[src/rtl/prf_pkg.sv]
// Shared types and constants for the page replacement unit.
// No dependencies; imported by every module of the block.
package prf_pkg;

  // Register word indexes, taken from paddr[3:2]
  localparam logic [1:0] REG_PAGE_SHIFT  = 2'd0;
  localparam logic [1:0] REG_FRAME_COUNT = 2'd1;
  localparam logic [1:0] REG_POLICY      = 2'd2;

  localparam logic [4:0] PAGE_SHIFT_RST  = 5'd12;
  localparam logic [6:0] FRAME_COUNT_RST = 7'd64;
  localparam logic       POLICY_FIFO     = 1'b0;
  localparam logic       POLICY_LRU      = 1'b1;

  localparam int unsigned CNT_W   = 32;
  localparam logic [CNT_W-1:0] CNT_MAX = '1;

  typedef enum logic [1:0] {
    ST_IDLE,
    ST_SCAN,
    ST_DONE
  } prf_state_t;

  typedef struct packed {
    logic clear;  // start of a new word: drop previous scan results
    logic step;   // one frame entry is presented this cycle
  } scan_ctrl_t;

  typedef struct packed {
    logic hit_found;
    logic free_found;
  } scan_status_t;

endpackage

[src/rtl/prf_frame_mem.sv]
// Frame table memory: one write port, one registered read port.
// Depends on prf_pkg only by convention; no package items used beyond import.
module prf_frame_mem #(
  parameter int unsigned WIDTH = 75,
  parameter int unsigned DEPTH = 64,
  parameter int unsigned ADDR_BITS = 6
) (
  input  logic                 clk,
  input  logic                 we,
  input  logic [ADDR_BITS-1:0] waddr,
  input  logic [WIDTH-1:0]     wdata,
  input  logic [ADDR_BITS-1:0] raddr,
  output logic [WIDTH-1:0]     rdata
);
  import prf_pkg::*;

  logic [WIDTH-1:0] mem [DEPTH];

  always_ff @(posedge clk) begin
    if (we) begin
      mem[waddr] <= wdata;
    end
  end

  always_ff @(posedge clk) begin
    rdata <= mem[raddr];
  end

endmodule

[config.mk]
export PLATFORM = sky130hd
export DESIGN_NAME = prf_frame_mem
export DESIGN_NICKNAME = d
export VERILOG_FILES = /design/src/rtl/prf_pkg.sv /design/src/rtl/prf_frame_mem.sv
export SDC_FILE = /design/constraint.sdc
export NUM_CORES = 2
export LEC_CHECK = 0
export BUFFER_PORTS_ARGS = -buffer_cell sky130_fd_sc_hd__buf_2
export CAP_MARGIN = 30
export CORE_MARGIN = 10
export CORE_UTILIZATION = 40
export CTS_BUF_LIST = sky130_fd_sc_hd__clkbuf_16
export DETAILED_ROUTE_END_ITERATION = 10
export PLACE_DENSITY_LB_ADDON = 0.12
export SETUP_SLACK_MARGIN = 0.1
export SYNTH_ARGS = -nofsm -noshare
export SYNTH_HDL_FRONTEND = slang
export SYNTH_MEMORY_MAX_BITS = 65536
export SYNTH_SLANG_ARGS = --single-unit
[constraint.sdc]
create_clock -name clk -period 6.9 [get_ports clk]
set_input_delay 0.345 -clock clk [delete_from_list [all_inputs] [get_ports clk]]
set_output_delay 0.345 -clock clk [all_outputs]
set_load 0.01 [all_outputs]
Word-level counts from Yosys, hierarchy flattened
Memory sizes are Yosys's and may differ from the RTL's. A register that Yosys moved wholly into a read port is not among the register bits.
Cells that the tools add are included.
Widths: inputs -> output; s select.
{"block": "word_totals", "register_bits": 0, "latchBits": 0, "ramBits": 4800, "romBits": 0, "inputBits": 89, "out_inout_bits": 75, "elab_cells": 3, "memories": 1}
{"block": "op_classes", "addsub": 0, "n_mul": 0, "n_div": 0, "order_cmp": 0, "eq_ne": 0, "n_shift": 0, "mux": 2, "bitwise": 0, "n_reduce_logical": 0}
{"name": "mem", "words": 64, "word_bits": 75, "rd": 1, "rd_clocked_by_memory_dff": 1, "wr": 1, "line": "prf_frame_mem.sv:17", "rtl": "logic [WIDTH-1:0] mem [DEPTH];"}
{"operator": "$mux 1", "count": 2}

Logic depth before layout (Yosys ltp)
{"block": "logic_depth", "depth_word": 2, "ltp_mapped": 9, "mapped_depth_nobuf": 4}

Worst setup path before layout
Ideal clock, no wire load.
{"block": "synth_timing", "kind": "in2reg", "from": "input port waddr[3]", "to": "memory mem[48][0] (enable)", "setup_ns": 0.600, "t_arrival_ns": 5.955, "t_required_ns": 6.300, "path_slack_ns": 0.346, "cell_stages": 4, "n_path_buf": 1, "path_cell_list": "clkbuf_1 nor2b_1 nand4b_1 nor3_1"}
{"element": "start: declaration", "line": "prf_frame_mem.sv:10", "rtl": "input logic [ADDR_BITS-1:0] waddr,"}
{"element": "end: declaration", "line": "prf_frame_mem.sv:17"}
Straight into the memory's write port.

Final worst setup path
{"block": "layout_timing", "from": "input port waddr[2]", "to": "memory mem[19][2] (enable)"}
Straight into the memory's write port.

==> flow_metrics.py <==
metrics = {
    "run_status": {
        "status": "completed",
    },
    "critical_path": {
        "rr_worst_depth": 4,
        "max_stage_delay_ns": 0.86,
        "cp_slowest_cell": "buf_4",
        "startpoint_type": "input port",
        "path_max_fanout": 31,
        "regToRegSetupSlack_ns": 4.61,
        "worstSetupEndpointType": "flip-flop",
        "cp_data_required_time_ns": 7.54,
        "crit_top_cell": "buf_4",
        "worstPathCellList": "dlygate4sd3_1, buf_2, nor2b_1, nand3_1, nor2_4, buf_4, buf_4",
        "timing.setup.critical_path_class": "in2reg",
        "critPathArrivalTime_ns": 3.84,
        "reg2reg_to": "rdata[72]",
        "crit_family": "buffers and inverters",
        "r2r_start": "mem[55][72]",
        "path_buf_inv": 4,
    },
    "grt": {
        "grt_use_total": 0.2334,
        "grt_pass1_vias": 90018,
        "grt_pass1_wl_mm": 782.7,
        "antenna_found_initial": 65,
        "grt-ovfl-total": 0,
        "grt_start_max_net_pins": 108,
    },
    "drt": {
        "drc": 0,
        "drt_iter0_drc": 11310,
        "vias_per_cell": 6.099,
        "routed_wl_mm": 575.2,
        "wl_per_cell_um": 39.05,
        "num_vias": 89822,
        "firstDrtPassIters": 5,
        "antenna_left": 0,
    },
    "hold_path": {
        "hold_depth": 1,
        "hold_path_class": "in2reg",
        "min_to": "mem[31][21]",
        "worstHoldStart": "wdata[21]",
    },
    "die": {
        "die_area_mm2": 0.4838,
        "io_pins": 164,
        "die_height_um": 695.6,
        "die_x_um": 695.6,
        "core_mm2": 0.4555,
        "num_rows": 248,
        "start_util": 0.4008,
    },
    "synthesis": {
        "synth_edf_count": 4800,
        "synth_area_leaders": "edfxtp_1, mux4_2, a22oi_1",
        "synth.net_count": 7694,
        "synth_top_area_frac": 0.7896,
        "ys_ff_latch": 4875,
        "netlist_area_mm2": 0.1826,
        "synth_top_flop_cell": "edfxtp_1",
        "postSynth.asyncResetShare": 0,
        "yosys.area.top_type": "edfxtp_1",
        "seq_area_frac_synth": 0.7978,
        "syn_inst": 7605,
        "ys_types": 28,
        "syn_area_per_cell_um2": 24.00,
        "yosysWarnings": 0,
    },
    "cts": {
        "clkLatencyLatePin_ns": 1.04,
        "cts-htree-levels": 6,
        "cts.sinks": 4875,
        "root_buffer": "clkbuf_16",
        "cts_resized": 0,
        "cts_tree": "done",
        "clock_path_buffers": 4,
        "clk_pin_slew_ns": 0.07,
        "cts_buffers": 534,
    },
    "timing": {
        "fin_worst_skew_ns": 0.04832,
        "setup-tns-final_ns": 0,
        "slew_headroom": 0.1692,
        "slew_violations": 0,
        "clock.fmax_mhz": 312.4,
        "fin_crit_ns": 3.201,
        "rsz0062_at_grt": "no",
        "worst_slack_ns": 3.699,
        "whs_ns": 0.08999,
        "finalCritPeriodShare": 0.4639,
        "worst_slew_pin_slew_ns": 1.246,
        "setup_viol": 0,
        "hold_viol": 0,
    },
    "place": {
        "dpl.cell_count": 13618,
        "dp_slack_ns": 2.980,
        "placement.io_buffers": 163,
        "hpwl_mm": 298.8,
        "gp_congestion": 0.7585,
        "place_area_mm2": 0.1926,
    },
    "cells_and_area": {
        "postLayoutCoreUtil": 0.4629,
        "layout-drive-gt1-share": 0.2843,
        "final_common_cell": "edfxtp_1",
        "layout.nets": 8367,
        "fillers": 37482,
        "layout_common_cells": "edfxtp_1, mux4_2, clkbuf_16, a22oi_1, buf_4",
        "areaGrowthSynthToFinish_pct": 15.51,
        "final_area_mm2": 0.2109,
        "final_cells": 14727,
    },
    "run": {
        "drv_cap": 0,
    },
    "pwr": {
        "peakVddDrop_v": 0.0002687,
        "finalPower_mw": 62.88,
        "powerDensity_mw_per_mm2": 298.2,
        "p_leak_nw": 66.03,
    },
}
## power by group
part	total [mW]	internal [mW]	leakage (nW)	switching, mW
sequential	33.0	32.8	43.8	0.166
combinational	3.03	1.12	13.6	1.91
clock	26.9	15.1	8.63	11.8
total	62.9	49.0	66.0	13.9
## Yosys cell counts, types with 2 or more instances
cell and number:
buf_4 40, buf_1 20, and2_1 3, buf_2 200
nand2_1 8, o221ai_1 52, mux4_2 1200, mux2i_1 122
o211a_1 75, or2_2 2, nand3_1 134, or3b_2 4
nand4_1 2, a211oi_1 74, dfxtp_1 75, nor2b_1 9
or3_1 3, nor3_1 2, o22ai_1 149, a22oi_1 300
clkbuf_1 162, edfxtp_1 4800, nand2b_1 9, buf_6 14
nor2_1 118, nand3b_1 26
## how the worst max path moves through the flow
stage	to	startpoint	cells after the start	slack (ns)
after global routing	mem[19][2]	waddr[2]	7	3.71
final	mem[19][2]	waddr[2]	7	3.70
after global placement	rdata[2]	raddr[0]	6	2.30
after CTS	mem[19][2]	waddr[2]	7	3.79
after floorplan	mem[48][0]	waddr[3]	4	0.35
after detailed placement	rdata[72]	raddr[0]	7	2.98
## sequential cells by signal, summed over array words and instances, names as in the netlist
signal,count
mem,4800
rdata,75
## final cells by class
class,instances,area [um2],share of cell area
tap,6000,7507,0.03560
antenna,20,50.05,0.0002373
timing repair buffer,573,5853,0.02776
clock buffer,539,13490,0.06397
sequential,4875,145600,0.6907
clock inverter,426,2975,0.01411
multi-input combinational,2294,35350,0.1676
## cells by family after synthesis
family | Yosys count | share of synthesized area
AOI/OAI and AO/OA | 651 | 0.02714
muxes | 1322 | 0.1547
buffers and inverters | 436 | 0.01173
DFF | 4875 | 0.7978
and+or+nand+nor | 321 | 0.008588
## repair_timing
item                      4_1_cts  5_1_grt
hold buffers                   45       31
hold endpoints to repair     1908     1984
buffers inserted                0        0
## layer usage
metal	part of all wire	vias to the layer above	GRT usage
li1	-	34543	-
met1	0.42	50658	0.3348
met3	0.072	716	0.03535
met2	0.48	3891	0.3792
met5	0.00017	-	0
met4	0.025	14	0.05540
(Power assumes the default switching activity.)
