$ cat src/rtl/prf_pkg.sv
// Shared types and constants for the page replacement unit.
// No dependencies; imported by every module of the block.
package prf_pkg;

  // Register word indexes, taken from paddr[3:2]
  localparam logic [1:0] REG_PAGE_SHIFT  = 2'd0;
  localparam logic [1:0] REG_FRAME_COUNT = 2'd1;
  localparam logic [1:0] REG_POLICY      = 2'd2;

  localparam logic [4:0] PAGE_SHIFT_RST  = 5'd12;
  localparam logic [6:0] FRAME_COUNT_RST = 7'd64;
  localparam logic       POLICY_FIFO     = 1'b0;
  localparam logic       POLICY_LRU      = 1'b1;

  localparam int unsigned CNT_W   = 32;
  localparam logic [CNT_W-1:0] CNT_MAX = '1;

  typedef enum logic [1:0] {
    ST_IDLE,
    ST_SCAN,
    ST_DONE
  } prf_state_t;

  typedef struct packed {
    logic clear;  // start of a new word: drop previous scan results
    logic step;   // one frame entry is presented this cycle
  } scan_ctrl_t;

  typedef struct packed {
    logic hit_found;
    logic free_found;
  } scan_status_t;

endpackage

$ cat src/rtl/prf_scan.sv
// Shared scan unit: takes one frame entry per cycle and keeps the hit match,
// the lowest free frame and the oldest-stamp victim. Uses prf_pkg types.
module prf_scan #(
  parameter int unsigned PAGE_BITS = 10,
  parameter int unsigned TIME_BITS = 32,
  parameter int unsigned IDX_BITS  = 6,
  parameter int unsigned NUM_BITS  = 7
) (
  input  logic                          clk,
  input  logic                          rst,
  input  prf_pkg::scan_ctrl_t           ctrl,
  input  logic [IDX_BITS-1:0]           idx,
  input  logic                          occ,
  input  logic [PAGE_BITS-1:0]          ent_page,
  input  logic                          ent_dirty,
  input  logic [TIME_BITS-1:0]          ent_load,
  input  logic [TIME_BITS-1:0]          ent_access,
  input  logic [PAGE_BITS-1:0]          page,
  input  logic                          policy,
  input  logic [NUM_BITS-1:0]           active,
  output prf_pkg::scan_status_t         status,
  output logic [IDX_BITS-1:0]           hit_idx,
  output logic                          hit_dirty,
  output logic [TIME_BITS-1:0]          hit_load,
  output logic [IDX_BITS-1:0]           free_idx,
  output logic [IDX_BITS-1:0]           victim_idx,
  output logic [PAGE_BITS-1:0]          victim_page,
  output logic                          victim_dirty
);
  import prf_pkg::*;

  logic                 have_victim;
  logic [TIME_BITS-1:0] best_time;
  logic [TIME_BITS-1:0] stamp;
  logic                 in_range;
  logic                 hit_take;
  logic                 free_take;
  logic                 vic_take;

  always_comb begin
    stamp     = (policy == POLICY_LRU) ? ent_access : ent_load;
    in_range  = NUM_BITS'(idx) < active;
    hit_take  = ctrl.step && occ && (ent_page == page);
    free_take = ctrl.step && in_range && !occ && !status.free_found;
    // strict less: ties keep the lower frame seen first
    vic_take  = ctrl.step && in_range && occ && (!have_victim || (stamp < best_time));
  end

  always_ff @(posedge clk) begin
    if (rst || ctrl.clear) begin
      status      <= '0;
      have_victim <= 1'b0;
    end else begin
      if (hit_take) status.hit_found <= 1'b1;
      if (free_take) status.free_found <= 1'b1;
      if (vic_take) have_victim <= 1'b1;
    end
  end

  always_ff @(posedge clk) begin
    if (hit_take) begin
      hit_idx   <= idx;
      hit_dirty <= ent_dirty;
      hit_load  <= ent_load;
    end
    if (free_take) begin
      free_idx <= idx;
    end
    if (vic_take) begin
      victim_idx   <= idx;
      victim_page  <= ent_page;
      victim_dirty <= ent_dirty;
      best_time    <= stamp;
    end
  end

endmodule

$ cat config.mk
export PLATFORM = sky130hd
export DESIGN_NAME = prf_scan
export DESIGN_NICKNAME = d
export VERILOG_FILES = /design/src/rtl/prf_pkg.sv /design/src/rtl/prf_scan.sv
export SDC_FILE = /design/constraint.sdc
export NUM_CORES = 1
export LEC_CHECK = 0
export BUFFER_PORTS_ARGS = -buffer_cell sky130_fd_sc_hd__buf_4
export CORE_MARGIN = 2
export CORE_UTILIZATION = 49
export DETAILED_ROUTE_END_ITERATION = 6
export GPL_TIMING_DRIVEN = 0
export PLACE_DENSITY = 0.88
export REMOVE_ABC_BUFFERS = 1
export SYNTH_ARGS = -nofsm -noshare
export SYNTH_HDL_FRONTEND = slang
export SYNTH_SLANG_ARGS = --single-unit
$ cat constraint.sdc
create_clock -name clk -period 8.4 [get_ports clk]
set_input_delay 1.26 -clock clk [delete_from_list [all_inputs] [get_ports clk]]
set_output_delay 1.26 -clock clk [all_outputs]
set_load 0.005 [all_outputs]
# Yosys cells after proc, flatten, opt, wreduce, memory -nomap -nowiden
# Index checks and enable logic that the tools add are counted.
# op_classes
order_cmp	2
n_eq_ne	1
muxes	1
n_reduce_logical	12
# op_table
op	n
$lt A32 B32 Y1	1
$mux W32	1
$eq A10 B10 Y1	1
$logic_and A1 B1 Y1	7
$lt A6 B7 Y1	1
$logic_not A1 Y1	3
$logic_or A1 B1 Y1	2
# word_totals
regBits	97
input_bits	104
output_inout_bits	64
elab_cells	27

# Logic depth before layout (Yosys ltp)
# depth
word_depth	4
ltp_mapped	9
ltp_nobuf	7

# Worst setup path after synthesis
# OpenSTA, ideal clock, no wires.
# synth_path
path_kind	input-to-reg
start	input page[9]
end	register hit_dirty (enable)
setup_time_ns	0.536
t_arrival_ns	5.707
t_required_ns	7.864
slack_ns	2.157
path_stages	4
cell_sequence	xor2_1 -> nor4_1 -> nand4_1 -> nor4_1
# synth_via
elab_chain_cells	2
# synth_lines
item	line	rtl
from (decl)	prf_scan.sv:18	input logic [PAGE_BITS-1:0] page,
$eq A10 B10 Y1	prf_scan.sv:43	hit_take = ctrl.step && occ && (ent_page == page);
$logic_and A1 B1 Y1	prf_scan.sv:43	
net hit_take	prf_scan.sv:36	logic hit_take;
to (signal assigned)	prf_scan.sv:63	hit_dirty <= ent_dirty;
to (decl)	prf_scan.sv:23	output logic hit_dirty,
# The timed path passes the listed nets, and every way through them passes these cells.
# A chain may end at the register's enable or synchronous reset.

# Worst setup path after layout
# layout_path
start	input policy
end	register victim_idx[3] (enable)
# layout_via
elab_chain_cells	4
# layout_lines
item	line	rtl
from (decl)	prf_scan.sv:19	input logic policy,
$mux W32	prf_scan.sv:41	stamp = (policy == POLICY_LRU) ? ent_access : ent_load;
net stamp[14]	prf_scan.sv:34	logic [TIME_BITS-1:0] stamp;
$lt A32 B32 Y1	prf_scan.sv:46	vic_take = ctrl.step && in_range && occ && (!have_victim || (stamp < best_time));
$logic_or A1 B1 Y1	prf_scan.sv:46	
$logic_and A1 B1 Y1	prf_scan.sv:46	
net vic_take	prf_scan.sv:38	logic vic_take;
to (signal assigned)	prf_scan.sv:70	victim_idx <= idx;
to (decl)	prf_scan.sv:26	output logic [IDX_BITS-1:0] victim_idx,
# The timed path passes the listed nets, and every way through them passes these cells.

==> flow_summary.yaml <==
routing:
  drt_iter0_markers: 92
  routed_via_density: 5.097
  final_antenna_net_count: 0
  dr_total_vias: 2951
  dr.pass1.iters: 4
  drt-total-wl_um: 8958
  wl_per_cell_um: 15.47
  drc_errors: 0
hold_path:
  min_from: "status[0]"
  min_to: "status[0]"
  min_path_cells: 2
  hold_class: "reg2reg"
cts:
  numClockSinks: 97
  postCtsSetupRepairBufs: 0
  clk_pin_slew_worst_paths_ps: 90
  ctsLongestPathBuffers: 2
  numCtsBuffers: 9
  clk_latency_ps: 360
  ctsHoldBuffers: 0
  cts_resized: 0
  h-tree-depth: 3
  cts-root-buf: "clkbuf_8"
  cts_tree: "built"
timing:
  max_freq_mhz: 240.1
  fin_setup_tns_ps: 0
  period_minus_slack_ps: 4164
  finalHoldViolations: 0
  slew_headroom_pct: 40.74
  skew_ps: 15.34
  worst_slew_pin_slew_ps: 886.1
  rsz0062_at_grt: "no"
  drv_slew: 0
  finalCritPeriodShare_pct: 49.58
  setup_viol: 0
critical_path:
  end_kind: "register"
  crit_type: "in2reg"
  ff2ff_path_depth: 8
  critPathMaxFanout: 32
  startpoint_type: "input port"
  required_ps: 8460
  crit_chain: "buf_4, mux2_2, ha_1, a21oi_1, nand2_1, a221oi_1, o21ai_1, a211oi_4, buf_8"
  r2r-end: "victim_idx[3]"
  critPathTopFamily: "compound AO/OA/AOI/OAI gates"
  critPathArrivalTime_ps: 4220
  path_buf_inv: 2
  cp_slowest_cell: "a211oi_4"
  critPathMaxStageDelay_ps: 810
  regToRegSetupSlack_ps: 5560
  r2r-start: "best_time[14]"
die:
  die_area_um2: 9648
  core_um2: 8678
  dieWidth_um: 98.23
  chipHeight_um: 98.23
  start_util_pct: 50.13
  io_pins: 168
  rows: 34
placement:
  port_buffers: 167
  place_hpwl_um: 7108
  routabilityCongestion: 0.7393
  place_area_um2: 5811
  placed_cells: 564
final_layout:
  seq_area_um2: 2883
  areaGrowthSynthToFinish_pct: 37.27
  multi_input_area_um2: 1320
  fillerInstances: 626
  fin_util_pct: 68.81
  final_layout_size_suffix_gt1_share_pct: 47.13
  fin_cells: 579
  postLayoutCellArea_um2: 5972
  n_antenna_cell: 0
  nets: 607
job:
  max_cap_violations: 0
synth:
  avgSynthCellArea_um2: 15.21
  ys_types: 36
  synthCells: 286
  synthesis.area_um2: 4350
  ys_seq_area_share_pct: 66.26
  ys_warn_count: 0
  ys_seq_elements: 97
global_routing:
  grt_first_pass_wirelength_um: 14410
  grt_max_degree: 33
  grt_pass1_vias: 3178
  grtUsageTotal_pct: 19.00
  antenna_found_initial: 0
  grt-ovfl-total: 0
run_status:
  run_status: "finished clean"
pwr:
  p_leak_nw: 2.558
  ir_worst_vdd_mv: 0.08433
  power_density_nw_per_um2: 157.9
worst min-delay path: stages (launching register included):
cell,delay [ps]
dfxtp_1,330
inv_1,50
a21boi_0,60
synth_stat cells:
master / count / share of area, %
a311oi_1: 1 / 0.20
xor2_1: 6 / 1.2
o211ai_1: 1 / 0.17
buf_6: 1 / 0.26
a221oi_1: 1 / 0.20
dfxtp_1: 3 / 1.4
nand2_1: 8 / 0.69
ha_1: 36 / 10
or4b_1: 1 / 0.23
a211oi_1: 1 / 0.17
and4_1: 2 / 0.40
edfxtp_1: 94 / 65
a41oi_1: 1 / 0.20
o21ai_1: 1 / 0.11
nand2b_1: 2 / 0.29
nor4_1: 2 / 0.29
nand4_1: 4 / 0.58
mux2_4: 1 / 0.35
o21a_1: 1 / 0.17
mux2_2: 31 / 8.0
a2111oi_0: 1 / 0.20
inv_1: 37 / 3.2
nor2_1: 5 / 0.43
clkbuf_1: 3 / 0.26
a21boi_0: 1 / 0.17
and4b_1: 1 / 0.23
nor2b_1: 2 / 0.29
o21ai_0: 9 / 1.0
a21oi_1: 13 / 1.5
a22oi_1: 1 / 0.17
a31oi_1: 2 / 0.29
nand3_1: 5 / 0.58
nor3_1: 2 / 0.23
nand3b_1: 1 / 0.17
a211oi_2: 1 / 0.29
xnor2_1: 4 / 0.81
flip-flops by register name, summed over array words and instances, names as in the netlist, 2 cells and up:
name	cells
victim_idx	6
free_idx	6
status	2
hit_load	32
hit_idx	6
victim_page	10
best_time	32
where the power goes:
group          switching [mW]  internal (mW)  leakage (nW)
combinational          0.0583         0.0733          1.59
clock                   0.154          0.106        0.0781
sequential            0.00353          0.548         0.886
total                   0.216          0.727          2.56
metrics by stage:
step	hold slack [ps]	power (mW)	setup WS [ps]
after detailed placement	471.4	0.6949	3842
after floorplan	464.5	0.6224	2157
after CTS	489.9	0.9533	4228
after global routing	517.1	0.9858	4030
after global placement	451.9	0.6848	-72.01
final	488.0	0.9427	4236
area by class of cell:
| cell class | count | share of cell area [%] |
|---|---|---|
| flip-flops and latches | 97 | 48.27 |
| repair buffers | 174 | 22.33 |
| multi-input cells | 148 | 22.10 |
| inverters | 37 | 2.326 |
| well taps | 108 | 2.263 |
| clock buffers | 10 | 2.137 |
| clock inverters | 5 | 0.5657 |
cells by family (layout without fill, tap and decap cells):
group                    Yosys count  count (layout)  share of synthesized area (%)
adder cells (fa/ha/maj)           36              36                          10.35
AO/OA/AOI/OAI                     35              35                          4.889
AND/OR/NAND/NOR                   35              35                          4.400
flip-flops                        97              97                          66.26
XOR/XNOR                          10              10                          2.013
buffers and inverters             41             226                          3.710
multiplexers                      32              32                          8.369
worst max path at each step:
stage	from	end	depth (start not counted)
2_1_floorplan	page[9]	hit_dirty	4
3_3_place_gp	page[9]	hit_load[21]	5
3_5_place_dp	policy	victim_idx[2]	9
4_1_cts	policy	best_time[27]	9
5_1_grt	policy	best_time[24]	9
6_report	policy	victim_idx[3]	9
placed cells by master, fill, tap and decap left out, types with 2 or more instances in the layout:
cell and count:
a21oi_1 13, xor2_1 6, nand3_1 5, dfxtp_1 3, ha_1 36, nand4_1 4
nor2b_1 2, xnor2_1 4, a31oi_1 2, nand2_1 8, buf_4 172, nor3_1 2
clkinv_2 2, and4_1 2, nor2_1 5, inv_1 37, mux2_2 31, nand2b_1 2
clkbuf_8 9, clkinvlp_4 2, edfxtp_1 94, o21ai_0 9
metal layers:
layer	GRT usage, %	part of all wire, %	vias up
met4	8.535	2.8	0
met1	20.95	39	1385
met2	34.04	52	118
li1	-	-	1426
met3	5.440	6.5	22
met5	0	0	-
Power figures use the tool's default switching activity.
